===== src/rtl/assert_macros.svh =====
// Assertion macros used by the encoder core.
`ifndef ASSERT_MACROS_SVH
`define ASSERT_MACROS_SVH
`ifndef SYNTHESIS
// Check a property on every clock edge outside reset.
`define DQNE_ASSERT(name, clk, rst_n, prop, msg) \
    name: assert property (@(posedge clk) disable iff (!rst_n) prop) else $error(msg);
// Check a property on every clock edge, reset included.
`define DQNE_ASSERT_ALWAYS(name, clk, prop, msg) \
    name: assert property (@(posedge clk) prop) else $error(msg);
`else
`define DQNE_ASSERT(name, clk, rst_n, prop, msg)
`define DQNE_ASSERT_ALWAYS(name, clk, prop, msg)
`endif
`endif


===== src/rtl/dqne_pkg.sv =====
// Types and constants of the DNS question name encoder.
package dqne_pkg;

    localparam int unsigned CHAR_W  = 8;
    localparam int unsigned BYTE_W  = 8;
    localparam int unsigned WORD_W  = 16;
    localparam int unsigned USER_W  = 2;

    localparam logic [CHAR_W-1:0] CH_DOT = 8'd46;
    localparam logic [CHAR_W-1:0] CH_END = 8'd0;

    localparam logic CFG_QUERY_TYPE  = 1'b0;
    localparam logic CFG_QUERY_CLASS = 1'b1;

    // tuser bit positions
    localparam int unsigned USER_DONE = 0;
    localparam int unsigned USER_OVF  = 1;

    typedef enum logic [7:0] {
        S_IDLE = 8'b0000_0001,
        S_LEN  = 8'b0000_0010,
        S_RD   = 8'b0000_0100,
        S_DATA = 8'b0000_1000,
        S_ROOT = 8'b0001_0000,
        S_THI  = 8'b0010_0000,
        S_TLO  = 8'b0100_0000,
        S_CHI  = 8'b1000_0000
    } t_state;

    // Class low byte ends the question; it reuses the trailer path of S_CHI.
    typedef struct packed {
        logic [BYTE_W-1:0] data;
        logic              last;
        logic              done;
        logic              ovf;
    } t_out_word;

endpackage


===== src/rtl/dqne_ram.sv =====
// Generic single-write, single-read RAM with registered read data.
module dqne_ram #(
    parameter int unsigned WIDTH = 8,
    parameter int unsigned DEPTH = 32
) (
    input  logic                                  i_clk,
    input  logic                                  i_we,
    input  logic [(DEPTH > 1 ? $clog2(DEPTH) : 1)-1:0] i_waddr,
    input  logic [WIDTH-1:0]                      i_wdata,
    input  logic                                  i_re,
    input  logic [(DEPTH > 1 ? $clog2(DEPTH) : 1)-1:0] i_raddr,
    output logic [WIDTH-1:0]                      o_rdata
);

    logic [WIDTH-1:0] r_mem [DEPTH];
    logic [WIDTH-1:0] r_rdata;

    always_ff @(posedge i_clk) begin
        if (i_we) begin
            r_mem[i_waddr] <= i_wdata;
        end
        if (i_re) begin
            r_rdata <= r_mem[i_raddr];
        end
    end

    assign o_rdata = r_rdata;

endmodule


===== src/rtl/dns_question_name_encoder_core.sv =====
// Top level of the DNS question name encoder: label buffer and byte sequencer.
//
//  channel   dir  handshake                        payload
//  s_axis    in   s_axis_tvalid / s_axis_tready    tdata[7:0] name_char
//  m_axis    out  m_axis_tvalid / m_axis_tready    tdata[7:0] out_byte, tlast last_of_run,
//                                                  tuser[0] question_done,
//                                                  tuser[1] label_overflow
//  cfg       in   i_cfg_we                         i_cfg_idx, i_cfg_data[15:0]
//
// An ordinary character is written into the label RAM while the label has room.
// A dot emits the length byte and then each byte of the label; the terminating zero does
// the same and adds the root zero, type and class, or just those with no label pending.
// Each label byte is read from the RAM port in S_RD and loaded into the output word
// in S_DATA; one index counter walks the RAM.
// s_axis_tready is high only while the sequencer sits idle. Back pressure on
// m_axis holds the sequencer in place. Reset is synchronous and clears control
// state; the label RAM needs no clearing since only written entries are read.
`include "assert_macros.svh"

module dns_question_name_encoder_core
    import dqne_pkg::*;
#(
    parameter int unsigned LABEL_MAX = 32
) (
    input  logic                  i_clk,
    input  logic                  i_rst_n,
    // name_char [7:0]
    input  logic [CHAR_W-1:0]     s_axis_tdata,
    input  logic                  s_axis_tvalid,
    output logic                  s_axis_tready,
    // out_byte [7:0]
    output logic [BYTE_W-1:0]     m_axis_tdata,
    // question_done [0], label_overflow [1]
    output logic [USER_W-1:0]     m_axis_tuser,
    output logic                  m_axis_tlast,
    output logic                  m_axis_tvalid,
    input  logic                  m_axis_tready,
    input  logic                  i_cfg_we,
    input  logic                  i_cfg_idx,
    input  logic [WORD_W-1:0]     i_cfg_data
);

    localparam int unsigned CNT_W = $clog2(LABEL_MAX + 1);
    localparam int unsigned IDX_W = (LABEL_MAX > 1) ? $clog2(LABEL_MAX) : 1;
    localparam logic [CNT_W-1:0] CNT_MAX = CNT_W'(LABEL_MAX);

    // Configuration registers
    logic [WORD_W-1:0] r_qtype, r_qclass;

    // Label state
    logic [CNT_W-1:0]  r_count, n_count;
    logic              r_ovf,   n_ovf;
    logic [CNT_W-1:0]  r_idx,   n_idx;
    logic              r_end,   n_end;
    t_state            r_state, n_state;

    // Output register
    logic              r_m_valid, n_m_valid;
    t_out_word         r_m_word,  n_m_word;

    logic              acc, slot_free, is_dot, is_end, ram_we, ram_re;
    logic              idx_last;
    logic [BYTE_W-1:0] ram_rdata;

    assign s_axis_tready = (r_state == S_IDLE);
    assign acc           = s_axis_tvalid && s_axis_tready;
    assign is_dot        = (s_axis_tdata == CH_DOT);
    assign is_end        = (s_axis_tdata == CH_END);
    assign slot_free     = !r_m_valid || m_axis_tready;
    assign idx_last      = ((r_idx + 1'b1) == r_count);

    // Store an ordinary character while the buffer has room.
    assign ram_we = acc && !is_dot && !is_end && (r_count < CNT_MAX);
    assign ram_re = (r_state == S_RD);

    dqne_ram #(
        .WIDTH (BYTE_W),
        .DEPTH (LABEL_MAX)
    ) u_label_ram (
        .i_clk   (i_clk),
        .i_we    (ram_we),
        .i_waddr (r_count[IDX_W-1:0]),
        .i_wdata (s_axis_tdata),
        .i_re    (ram_re),
        .i_raddr (r_idx[IDX_W-1:0]),
        .o_rdata (ram_rdata)
    );

    always_comb begin
        n_state   = r_state;
        n_count   = r_count;
        n_ovf     = r_ovf;
        n_idx     = r_idx;
        n_end     = r_end;
        n_m_valid = r_m_valid && !m_axis_tready;
        n_m_word  = r_m_word;

        unique case (r_state)
            S_IDLE: begin
                if (acc) begin
                    if (is_dot) begin
                        n_end   = 1'b0;
                        n_state = S_LEN;
                    end else if (is_end) begin
                        n_end   = 1'b1;
                        n_state = (r_count != '0) ? S_LEN : S_ROOT;
                    end else if (r_count < CNT_MAX) begin
                        n_count = r_count + 1'b1;
                    end else begin
                        n_ovf = 1'b1;
                    end
                end
            end
            S_LEN: begin
                if (slot_free) begin
                    n_m_valid      = 1'b1;
                    n_m_word.data  = BYTE_W'(r_count);
                    n_m_word.last  = (r_count == '0) && !r_end;
                    n_m_word.done  = 1'b0;
                    n_m_word.ovf   = r_ovf;
                    n_idx          = '0;
                    if (r_count == '0) begin
                        // Empty label from a dot: lone zero length, back to idle.
                        n_ovf   = 1'b0;
                        n_state = r_end ? S_ROOT : S_IDLE;
                    end else begin
                        n_state = S_RD;
                    end
                end
            end
            S_RD: begin
                n_state = S_DATA;
            end
            S_DATA: begin
                if (slot_free) begin
                    n_m_valid      = 1'b1;
                    n_m_word.data  = ram_rdata;
                    n_m_word.last  = idx_last && !r_end;
                    n_m_word.done  = 1'b0;
                    n_m_word.ovf   = r_ovf;
                    n_idx          = r_idx + 1'b1;
                    if (idx_last) begin
                        n_count = '0;
                        n_ovf   = 1'b0;
                        n_state = r_end ? S_ROOT : S_IDLE;
                    end else begin
                        n_state = S_RD;
                    end
                end
            end
            S_ROOT: begin
                if (slot_free) begin
                    n_m_valid = 1'b1;
                    n_m_word  = '{data: '0, last: 1'b0, done: 1'b0, ovf: 1'b0};
                    n_state   = S_THI;
                end
            end
            S_THI: begin
                if (slot_free) begin
                    n_m_valid = 1'b1;
                    n_m_word  = '{data: r_qtype[15:8], last: 1'b0, done: 1'b0, ovf: 1'b0};
                    n_state   = S_TLO;
                end
            end
            S_TLO: begin
                if (slot_free) begin
                    n_m_valid = 1'b1;
                    n_m_word  = '{data: r_qtype[7:0], last: 1'b0, done: 1'b0, ovf: 1'b0};
                    n_state   = S_CHI;
                end
            end
            S_CHI: begin
                // Emit class high byte here, then the class low byte via r_end.
                if (slot_free) begin
                    n_m_valid = 1'b1;
                    if (r_end) begin
                        n_m_word = '{data: r_qclass[15:8], last: 1'b0, done: 1'b0,
                                     ovf: 1'b0};
                        n_end    = 1'b0;
                    end else begin
                        n_m_word = '{data: r_qclass[7:0], last: 1'b1, done: 1'b1,
                                     ovf: 1'b0};
                        n_count  = '0;
                        n_ovf    = 1'b0;
                        n_state  = S_IDLE;
                    end
                end
            end
            default: begin
                n_state = S_IDLE;
            end
        endcase
    end

    always_ff @(posedge i_clk) begin
        if (!i_rst_n) begin
            r_state   <= S_IDLE;
            r_count   <= '0;
            r_ovf     <= 1'b0;
            r_idx     <= '0;
            r_end     <= 1'b0;
            r_m_valid <= 1'b0;
            r_qtype   <= WORD_W'(1);
            r_qclass  <= WORD_W'(1);
        end else begin
            r_state   <= n_state;
            r_count   <= n_count;
            r_ovf     <= n_ovf;
            r_idx     <= n_idx;
            r_end     <= n_end;
            r_m_valid <= n_m_valid;
            if (i_cfg_we) begin
                unique case (i_cfg_idx)
                    CFG_QUERY_TYPE:  r_qtype  <= i_cfg_data;
                    CFG_QUERY_CLASS: r_qclass <= i_cfg_data;
                    default: ;
                endcase
            end
        end
    end

    // Payload of the output word; no reset needed.
    always_ff @(posedge i_clk) begin
        r_m_word <= n_m_word;
    end

    assign m_axis_tvalid          = r_m_valid;
    assign m_axis_tdata           = r_m_word.data;
    assign m_axis_tlast           = r_m_word.last;
    assign m_axis_tuser[USER_DONE] = r_m_word.done;
    assign m_axis_tuser[USER_OVF]  = r_m_word.ovf;

    `DQNE_ASSERT(a_count_bound, i_clk, i_rst_n, r_count <= CNT_MAX, "label count past buffer")
    `DQNE_ASSERT(a_ovf_full, i_clk, i_rst_n, r_ovf |-> (r_count == CNT_MAX), "overflow without full buffer")
    `DQNE_ASSERT(a_done_last, i_clk, i_rst_n, (r_m_valid && r_m_word.done) |-> r_m_word.last, "question end word not last")
    `DQNE_ASSERT(a_read_in_range, i_clk, i_rst_n, (r_state == S_RD) |-> (r_idx < r_count), "label read beyond count")
    `DQNE_ASSERT(a_plain_char_idle, i_clk, i_rst_n, (acc && !is_dot && !is_end) |=> (r_state == S_IDLE), "plain character left idle")

endmodule


===== config.mk =====
export PLATFORM = sky130hd
export DESIGN_NAME = dns_question_name_encoder_core
export DESIGN_NICKNAME = d
export VERILOG_FILES = /design/src/rtl/dqne_pkg.sv /design/src/rtl/dqne_ram.sv /design/src/rtl/dns_question_name_encoder_core.sv
export VERILOG_INCLUDE_DIRS = /design/src /design/src/rtl
export SDC_FILE = /design/constraint.sdc
export NUM_CORES = 1
export LEC_CHECK = 0
export BUFFER_PORTS_ARGS = -buffer_cell sky130_fd_sc_hd__buf_2
export CORE_MARGIN = 2
export CORE_UTILIZATION = 45
export DETAILED_ROUTE_END_ITERATION = 7
export PLACE_DENSITY = 0.67
export SETUP_SLACK_MARGIN = 0.15
export SLEW_MARGIN = 20
export SYNTH_ARGS = -nofsm -noshare
export SYNTH_HDL_FRONTEND = slang
export SYNTH_SLANG_ARGS = --single-unit

===== constraint.sdc =====
create_clock -name i_clk -period 2.8 [get_ports i_clk]
set_input_delay 0.28 -clock i_clk [delete_from_list [all_inputs] [get_ports i_clk]]
set_output_delay 0.28 -clock i_clk [all_outputs]
set_load 0.01 [all_outputs]

==> results of run 1 <==
-- power by group through the flow --
stage	logic, uW	registers [uW]	clock network (uW)
3_3_place_gp	918	5640	0
3_5_place_dp	931	5650	0
6_report	944	5550	4910
5_1_grt	1030	5560	5180
4_1_cts	942	5550	4990
2_1_floorplan	597	5620	0
-- cell families (layout without fill, tap and decap cells) --
kind of cell | after synthesis | after routing | synth area share
adders and majority gates | 5 | 5 | 0.004633
and+or+nand+nor | 225 | 225 | 0.08033
DFF | 330 | 330 | 0.6930
muxes | 99 | 99 | 0.1482
xor gates and xnor gates | 8 | 8 | 0.005188
AOI/OAI and AO/OA | 110 | 110 | 0.05087
buffers and inverters | 54 | 199 | 0.01770
-- metal layers --
metal  part of all wire  global-route usage  vias up
met5                  0                   0        -
met4              0.022             0.05785        0
met3              0.065             0.02899       48
met2               0.48              0.3303      289
met1               0.43              0.2871     3969
li1                   -                   -     3501
-- state kept, by name, summed over array words and instances (netlist names), 2 cells and up --
name / flops
r_count: 6
r_idx: 6
r_qclass: 16
u_label_ram.r_mem: 256
r_state: 8
m_axis_tuser: 2
u_label_ram.o_rdata: 8
r_qtype: 16
m_axis_tdata: 8
-- cells in the mapped netlist, types with 6 or more instances --
library cell  count
edfxtp_1        275
nand2_1          95
mux4_2           80
nor2_1           62
dfxtp_1          55
a21oi_1          53
clkbuf_1         30
o21ai_0          20
mux2i_1          11
buf_2             8
mux2_2            8
or3_1             8
inv_1             7
nor3_1            7
a221oi_1          6
nand2b_1          6
nand3_1           6
o211ai_1          6
-- layout by cell type (no fill, tap or decap), drive strengths merged, types with 17 or more instances in the layout --
master	instances
o21ai	20
mux4	80
clkbuf	44
nor2	62
edfxtp	275
a21oi	53
nand2	95
clkinv	17
dfxtp	55
buf	119
-- per-stage QoR --
stage	util	worst slack, ps	hold slack, ps	area (sq um)
floorplan	-	342.1	351.8	13500
CTS	0.5383	313.7	0.1587	15910
global route	0.5383	215.0	14.46	15910
global placement	0.4947	298.2	441.4	14620
finish	0.5383	333.0	14.70	15910
detailed placement	0.4947	231.8	445.6	14620
-- final timing paths --
check | end | cells after the start | slack [ps] | startpoint
worst max-delay path | u_label_ram.o_rdata[2] | 5 | 330 | r_idx[1]
worst min register to register | r_qclass[12] | 2 | 450 | r_qclass[12]
worst min-delay path | r_qclass[9] | 3 | 10 | i_cfg_data[9]
worst max register to register | u_label_ram.o_rdata[2] | 5 | 330 | r_idx[1]
-- repair_timing --
action	4_1_cts	5_1_grt
setup endpoints to repair	0	0
hold endpoints to repair	5	0
hold buffers	5	0
-- critical path, stage by stage, from the launching register on --
cell and delay [ps]:
dfxtp_2 500, buf_12 270, buf_12 230, mux4_2 350, mux4_2 530, mux2_2 310
-- cell type report --
cell class | count | area, sq um
fillers | 2365 | 13650
flip-flops and latches | 330 | 9364
multi-input cells | 447 | 3906
clock buffers | 44 | 973.4
repair buffers | 124 | 888.4
well taps | 390 | 488.0
clock inverters | 24 | 266.5
inverters | 7 | 26.28
==> flow_summary.toml, run 1 <==
[outcome]
status = "complete, no violations"

[worst_setup_path]
end_kind = "flop"
path_class = "flop to flop"
cp-start-kind = "flop"
required_ps = 3070
cp.arrival_ps = 2730
crit_path_max_fanout = 31

[routing]
drtIter0Drc = 809
vias = 7807
routedWlPerCell_um = 22.76
ant_nets = 0
via_per_inst = 5.715
routed_wl_um = 31090
first_pass_iters = 5
drc = 0

[placed_design]
dp_hpwl_um = 19980
gp_congestion = 0.8667
port_buffers = 42
dp_cells = 1293

[floorplanning]
design.die.area_sq_um = 31410
die_x_um = 177.2
io_pins = 43
core_area_sq_um = 29560
rows = 63
initial_core_util = 0.4568
die_h_um = 177.2

[sta]
relSlewSlack = 0.5396
slew_violations = 0
max_freq_mhz = 405.3
fin_crit_sh = 0.8811
period_needed_ps = 2467
hold_viol_final = 0
setup_viol = 0
setup_tns_ps = 0
tightest_slew_ps = 690.6
grt_setup_unrepaired = "false"
finClkSkew_ps = 21.08

[pwr]
swShare = 0.2283
p_clk_frac = 0.430
seqPwrFrac = 0.487
intPower_uw = 8794
leakagePower_uw = 0.005204
power.density_nw_per_um2 = 716.2
pwr-share-comb = 0.083
vdd_drop_max_mv = 0.5616
power_uw = 11400
power.switching_uw = 2602

[global_routing]
antenna_found_initial = 0
grt_pass1_wl_um = 47090
grt_pass1_vias = 7784
grtUsageTotal = 0.2030
grt_max_degree = 47
grt_overflow = 0

[logic_synthesis]
synth_top_area_share = 0.6115
yosysWarnings = 0
synthCells = 831
synth_seq_cells = 330
synth_area_sq_um = 13500
synth_top_flop_cell = "edfxtp_1"
synthArstFlopShare = 0
synth_edf_count = 275
yosysTopAreaCell = "edfxtp_1"
synth.distinct_cells = 56
avgSynthCellArea_sq_um = 16.25
synthesis.nets = 866
synth.area.top_cells = "edfxtp_1 (61%), mux4_2 (13%), dfxtp_1 (8.2%), nand2_1 (2.6%), a21oi_1 (2.0%)"
ys_seq_area_frac = 0.6930

[final_layout]
antennaDiodeCount = 0
nets = 982
syn_to_final_growth_pct = 17.84
final_cells = 1366
layout-drive-gt1-share = 0.2859

[clocking]
cts_resized = 0
cts_setup_buffers = 0
insertion_delay_ps = 530
cts_buffer_depth = 3
path_clk_slew_ps = 60
cts-buffers-inserted = 37
htreeDepth = 2
cts_tree = "built"
cts.sinks = 330
cts_root_buf = "clkbuf_16"

[min_path]
hp-class = "primary input to flop"

[run]
drv_cap = 0
Note: power is estimated with default switching activity, not from simulation.
==> run 2, diff against run 1 <==
- BUFFER_PORTS_ARGS: -buffer_cell sky130_fd_sc_hd__buf_2 -> unset
- DONT_BUFFER_PORTS: unset -> 1
- PLACE_DENSITY: 0.67 -> 0.66
==> run 2 against run 1 <==
Effect of this change:
- register-to-register slack better by 20 ps
- via count down 1.8%
- clock-buffer cell count up 3
- non-clock buffer count down 41
==> flow_summary.toml, run 2 (same netlist as run 1, synthesis figures left out) <==
[routing]
drc = 0
via_per_inst = 5.832
drtIter0Drc = 840
ant_nets = 0
first_pass_iters = 5
routed_wl_um = 31300
vias = 7669
routedWlPerCell_um = 23.80

[sta]
relSlewSlack = 0.5702
grt_setup_unrepaired = "false"
finClkSkew_ps = 18.46
slew_violations = 0
hold_viol_final = 0
setup_tns_ps = 0
max_freq_mhz = 409.1
period_needed_ps = 2444
fin_crit_sh = 0.8730
setup_viol = 0
tightest_slew_ps = 644.7

[pwr]
power.switching_uw = 2431
leakagePower_uw = 0.004956
seqPwrFrac = 0.513
swShare = 0.2245
vdd_drop_max_mv = 0.5094
intPower_uw = 8398
p_clk_frac = 0.402
pwr-share-comb = 0.086
power.density_nw_per_um2 = 693.2
power_uw = 10830

[worst_setup_path]
crit_path_max_fanout = 9
cp-start-kind = "flop"
cp.arrival_ps = 2670
end_kind = "flop"
required_ps = 3020
path_class = "flop to flop"

[final_layout]
largest_register_ffs = 256
syn_to_final_growth_pct = 15.68
nets = 939
layout-drive-gt1-share = 0.2284
regMostFlops = "u_label_ram.r_mem"
final_common_cell = "edfxtp_1"
top_regs = "u_label_ram.r_mem (256), r_qclass (16), r_qtype (16)"
final_cell_mix = "edfxtp_1 (275), nand2_1 (95), mux4_2 (80)"

[clocking]
cts_resized = 0
insertion_delay_ps = 520
cts-buffers-inserted = 35
cts_buffer_depth = 3
path_clk_slew_ps = 60
cts_tree = "built"
cts_root_buf = "clkbuf_16"
htreeDepth = 2
cts.sinks = 330

[floorplanning]
initial_core_util = 0.4568
io_pins = 43
die_x_um = 177.2
core_area_sq_um = 29560
die_h_um = 177.2
design.die.area_sq_um = 31410
rows = 63

[global_routing]
grt_pass1_vias = 7665
antenna_found_initial = 2
grt_max_degree = 48
grt_pass1_wl_um = 47380
grtUsageTotal = 0.2059
grt_overflow = 0

[min_path]
hp-class = "primary input to flop"

[placed_design]
gp_congestion = 0.8507
dp_hpwl_um = 18780
port_buffers = 0

[outcome]
status = "complete, no violations"

[run]
drv_cap = 0
[run 2: cell count changes in the layout (fill, tap and decap cells not counted), sizes merged]
cell         before  now
clkinv           17    7
diode             0    1
buf             119   65
clkbuf           44   47
bufinv            5    2
clkinvlp          1    0
dlygate4sd3       5   18
[run 2: worst paths after layout]
check	from	endpoint	slack [ps]	depth (start not counted)
max	r_state[4]	u_label_ram.r_mem[22][6]	360	6
min	i_rst_n	r_state[2]	40	2
max reg2reg	r_state[4]	u_label_ram.r_mem[22][6]	360	6
min reg2reg	r_qclass[11]	r_qclass[11]	450	2
[run 2: power by group through the flow]
| stage | logic (uW) | registers (uW) | clock network, uW |
|---|---|---|---|
| after floorplan | 597 | 5620 | 0 |
| after global placement | 803 | 5650 | 0 |
| after detailed placement | 813 | 5650 | 0 |
| after CTS | 921 | 5550 | 4430 |
| after global routing | 1010 | 5560 | 4620 |
| final | 927 | 5550 | 4350 |
[run 2: what timing repair did]
action	CTS	global route
setup buffers	0	0
hold buffers	26	0
endpoints found under the hold margin	291	0
[run 2: per-layer routing]
layer  global-route usage  vias up  routed length, um
met2               0.3315      314              15040
met1               0.2901     3904              13080
met3              0.04360       48               2574
met4              0.04614        0                603
li1                     -     3403                  -
met5                    0        -                  0
[run 2: cell type report]
cell class                 count  area, sq um
multi-input combinational    447         3906
tap                          390        488.0
antenna                        1        2.502
timing repair buffer          83        773.2
sequential                   330         9364
clock buffer                  47        952.2
inverter                       7        26.28
fill                        2386        13940
clock inverter                10        108.9
[run 2: metrics by stage]
stage          instances  instance area, sq um    util  setup slack (ps)  hold WS (ps)
2_1_floorplan        831                 13500       -             342.1         351.8
3_3_place_gp        1231                 14260  0.4825             382.9         355.8
3_5_place_dp        1231                 14260  0.4825             382.0         360.9
4_1_cts             1314                 15630  0.5289             375.5         16.24
5_1_grt             1315                 15620  0.5285             190.9         51.27
6_report            1315                 15620  0.5285             355.5         37.63
[run 2: worst max-delay path: stages (launching register included)]
cell and delay [ps]:
dfxtp_1 410, nor3_4 360, nand4b_4 190, nor3_1 360, nand2_1 290, nor2_1 330, buf_4 220
==> run 3, diff against run 2 <==
==> constraint.sdc (replaced) <==
create_clock -name i_clk -period 2.8 [get_ports i_clk]
set_input_delay 0.28 -clock i_clk [delete_from_list [all_inputs] [get_ports i_clk]]
set_output_delay 0.28 -clock i_clk [all_outputs]
set_load 0.05 [all_outputs]
==> run 3 against run 2 <==
Effect of this change:
- hold slack better by 4.8 ps
- final area about the same
- utilization hardly changed
- critical path depth down 1
- final cell count up 0.23%
- setup slack better by 30 ps
- wire length shrank 0.23%
- fmax increased by 1.2%
- sequential share of layout area about the same
- clock skew shrank 4.1 ps
- clock-buffer cell count decreased by 3
- sequential cell count unchanged
- critical path type unchanged
==> flow_summary.toml, run 3 (same netlist as run 1, synthesis figures left out) <==
[final_layout]
largest_register_ffs = 256
antennaDiodeCount = 0
fillCellCount = 2395
top_regs = "u_label_ram.r_mem (256), r_qclass (16), r_qtype (16)"
multiInputGateArea_sq_um = 3906
final_common_cell = "edfxtp_1"
layout-drive-gt1-share = 0.2306
regMostFlops = "u_label_ram.r_mem"
final_cell_mix = "edfxtp_1 (275), nand2_1 (95), mux4_2 (80)"
syn_to_final_growth_pct = 15.66
seq_area_sq_um = 9364
nets = 938

[floorplanning]
design.die.area_sq_um = 31410
initial_core_util = 0.4568
die_h_um = 177.2
core_area_sq_um = 29560
io_pins = 43
rows = 63
die_x_um = 177.2

[run]
drv_cap = 0

[routing]
drc = 0
via_per_inst = 5.861
routedWlPerCell_um = 23.70
ant_nets = 0
routed_wl_um = 31230
vias = 7725
drtIter0Drc = 947
first_pass_iters = 5

[worst_setup_path]
regToRegStartpoint = "r_state[4]"
startpoint = "r_state[4]"
cp-start-kind = "flop"
slowest_stage = "or4_1"
crit_cells = 5
required_ps = 3160
path_buf_inv = 0
r2r_end = "m_axis_tdata[3]"
crit_end = "m_axis_tdata[3]"
cp_cell_sequence = "or3_1 > or4_1 > o21ai_0 > a221oi_1 > a21oi_1"
end_kind = "flop"
cpPeakStageDelay_ps = 770
r2r_slack_ps = 390
cp.arrival_ps = 2770
path_delay_family = "simple AND/OR/NAND/NOR gates"
r2r_cells = 5
crit_path_max_fanout = 13
path_class = "flop to flop"

[placed_design]
port_buffers = 0
gp_congestion = 0.8408
dp_hpwl_um = 18520

[clocking]
cts_tree = "built"
cts-buffers-inserted = 35
cts.sinks = 330
cts_root_buf = "clkbuf_16"
cts_buffer_depth = 3
path_clk_slew_ps = 60
insertion_delay_ps = 520
htreeDepth = 2

[min_path]
hp-class = "primary input to flop"

[global_routing]
antenna_found_initial = 0
grt_pass1_vias = 7607
grt_pass1_wl_um = 47180
grt_max_degree = 67
grtUsageTotal = 0.2047
grt_overflow = 0

[sta]
relSlewSlack = 0.5461
period_needed_ps = 2415
tightest_slew_ps = 672.2
setup_tns_ps = 0
fin_crit_sh = 0.8624
hold_viol_final = 0
max_freq_mhz = 414.1
slew_violations = 0
finClkSkew_ps = 14.33
grt_setup_unrepaired = "false"
setup_viol = 0

[outcome]
status = "complete, no violations"

[pwr]
vdd_drop_max_mv = 0.5174
leakagePower_uw = 0.004960
power.density_nw_per_um2 = 695.7
power_uw = 10870
run 3: through the flow:
stage	hold slack (ps)	setup WS (ps)	instances	cell area, sq um	util
final	42.41	385.3	1318	15620	0.5284
after global routing	44.36	221.0	1318	15620	0.5284
after floorplan	351.8	342.1	831	13500	-
after CTS	19.47	415.1	1318	15630	0.5287
after global placement	357.0	434.9	1230	14240	0.4818
after detailed placement	357.5	425.2	1230	14240	0.4818
run 3: layout make-up:
type	instances	share of cell area
tap	390	0.03124
inverter	7	0.001682
clock buffer	44	0.06024
timing repair buffer	82	0.04919
multi-input combinational	447	0.2501
sequential	330	0.5995
clock inverter	18	0.008011
run 3: layer usage:
metal | vias up | track usage | share of wire
li1 | 3416 | - | -
met1 | 3967 | 0.2968 | 0.43
met2 | 293 | 0.3228 | 0.48
met3 | 49 | 0.03479 | 0.074
met4 | 0 | 0.05406 | 0.021
met5 | - | 0 | 0
run 3: worst min path at each step:
stage / start / to / slack [ps] / cells after the start
after detailed placement: i_rst_n / r_qtype[0] / 360 / 1
after CTS: i_rst_n / r_state[2] / 20 / 2
after floorplan: i_rst_n / r_qclass[0] / 350 / 1
final: s_axis_tvalid / r_end / 40 / 3
after global routing: i_rst_n / r_state[2] / 40 / 2
after global placement: i_rst_n / r_qtype[0] / 360 / 1
run 3: report_power, final:
group / total (uW) / internal [uW] / leakage, uW / switching, uW
clock network: 4350 / 2490 / 0.000521 / 1860
registers: 5570 / 5460 / 0.00292 / 107
logic: 947 / 369 / 0.00152 / 578
total: 10900 / 8320 / 0.00496 / 2550
run 3: worst reg2reg max path, cell delays in order, from the launching register on:
cell	delay [ps]
dfxtp_1	410
or3_1	460
or4_1	770
o21ai_0	320
a221oi_1	120
a21oi_1	190
run 3: what timing repair did:
| item | in CTS | in global routing |
|---|---|---|
| hold endpoints to repair | 291 | 0 |
| setup buffers | 0 | 0 |
| gates resized for setup | 0 | 0 |
| hold buffers | 26 | 0 |
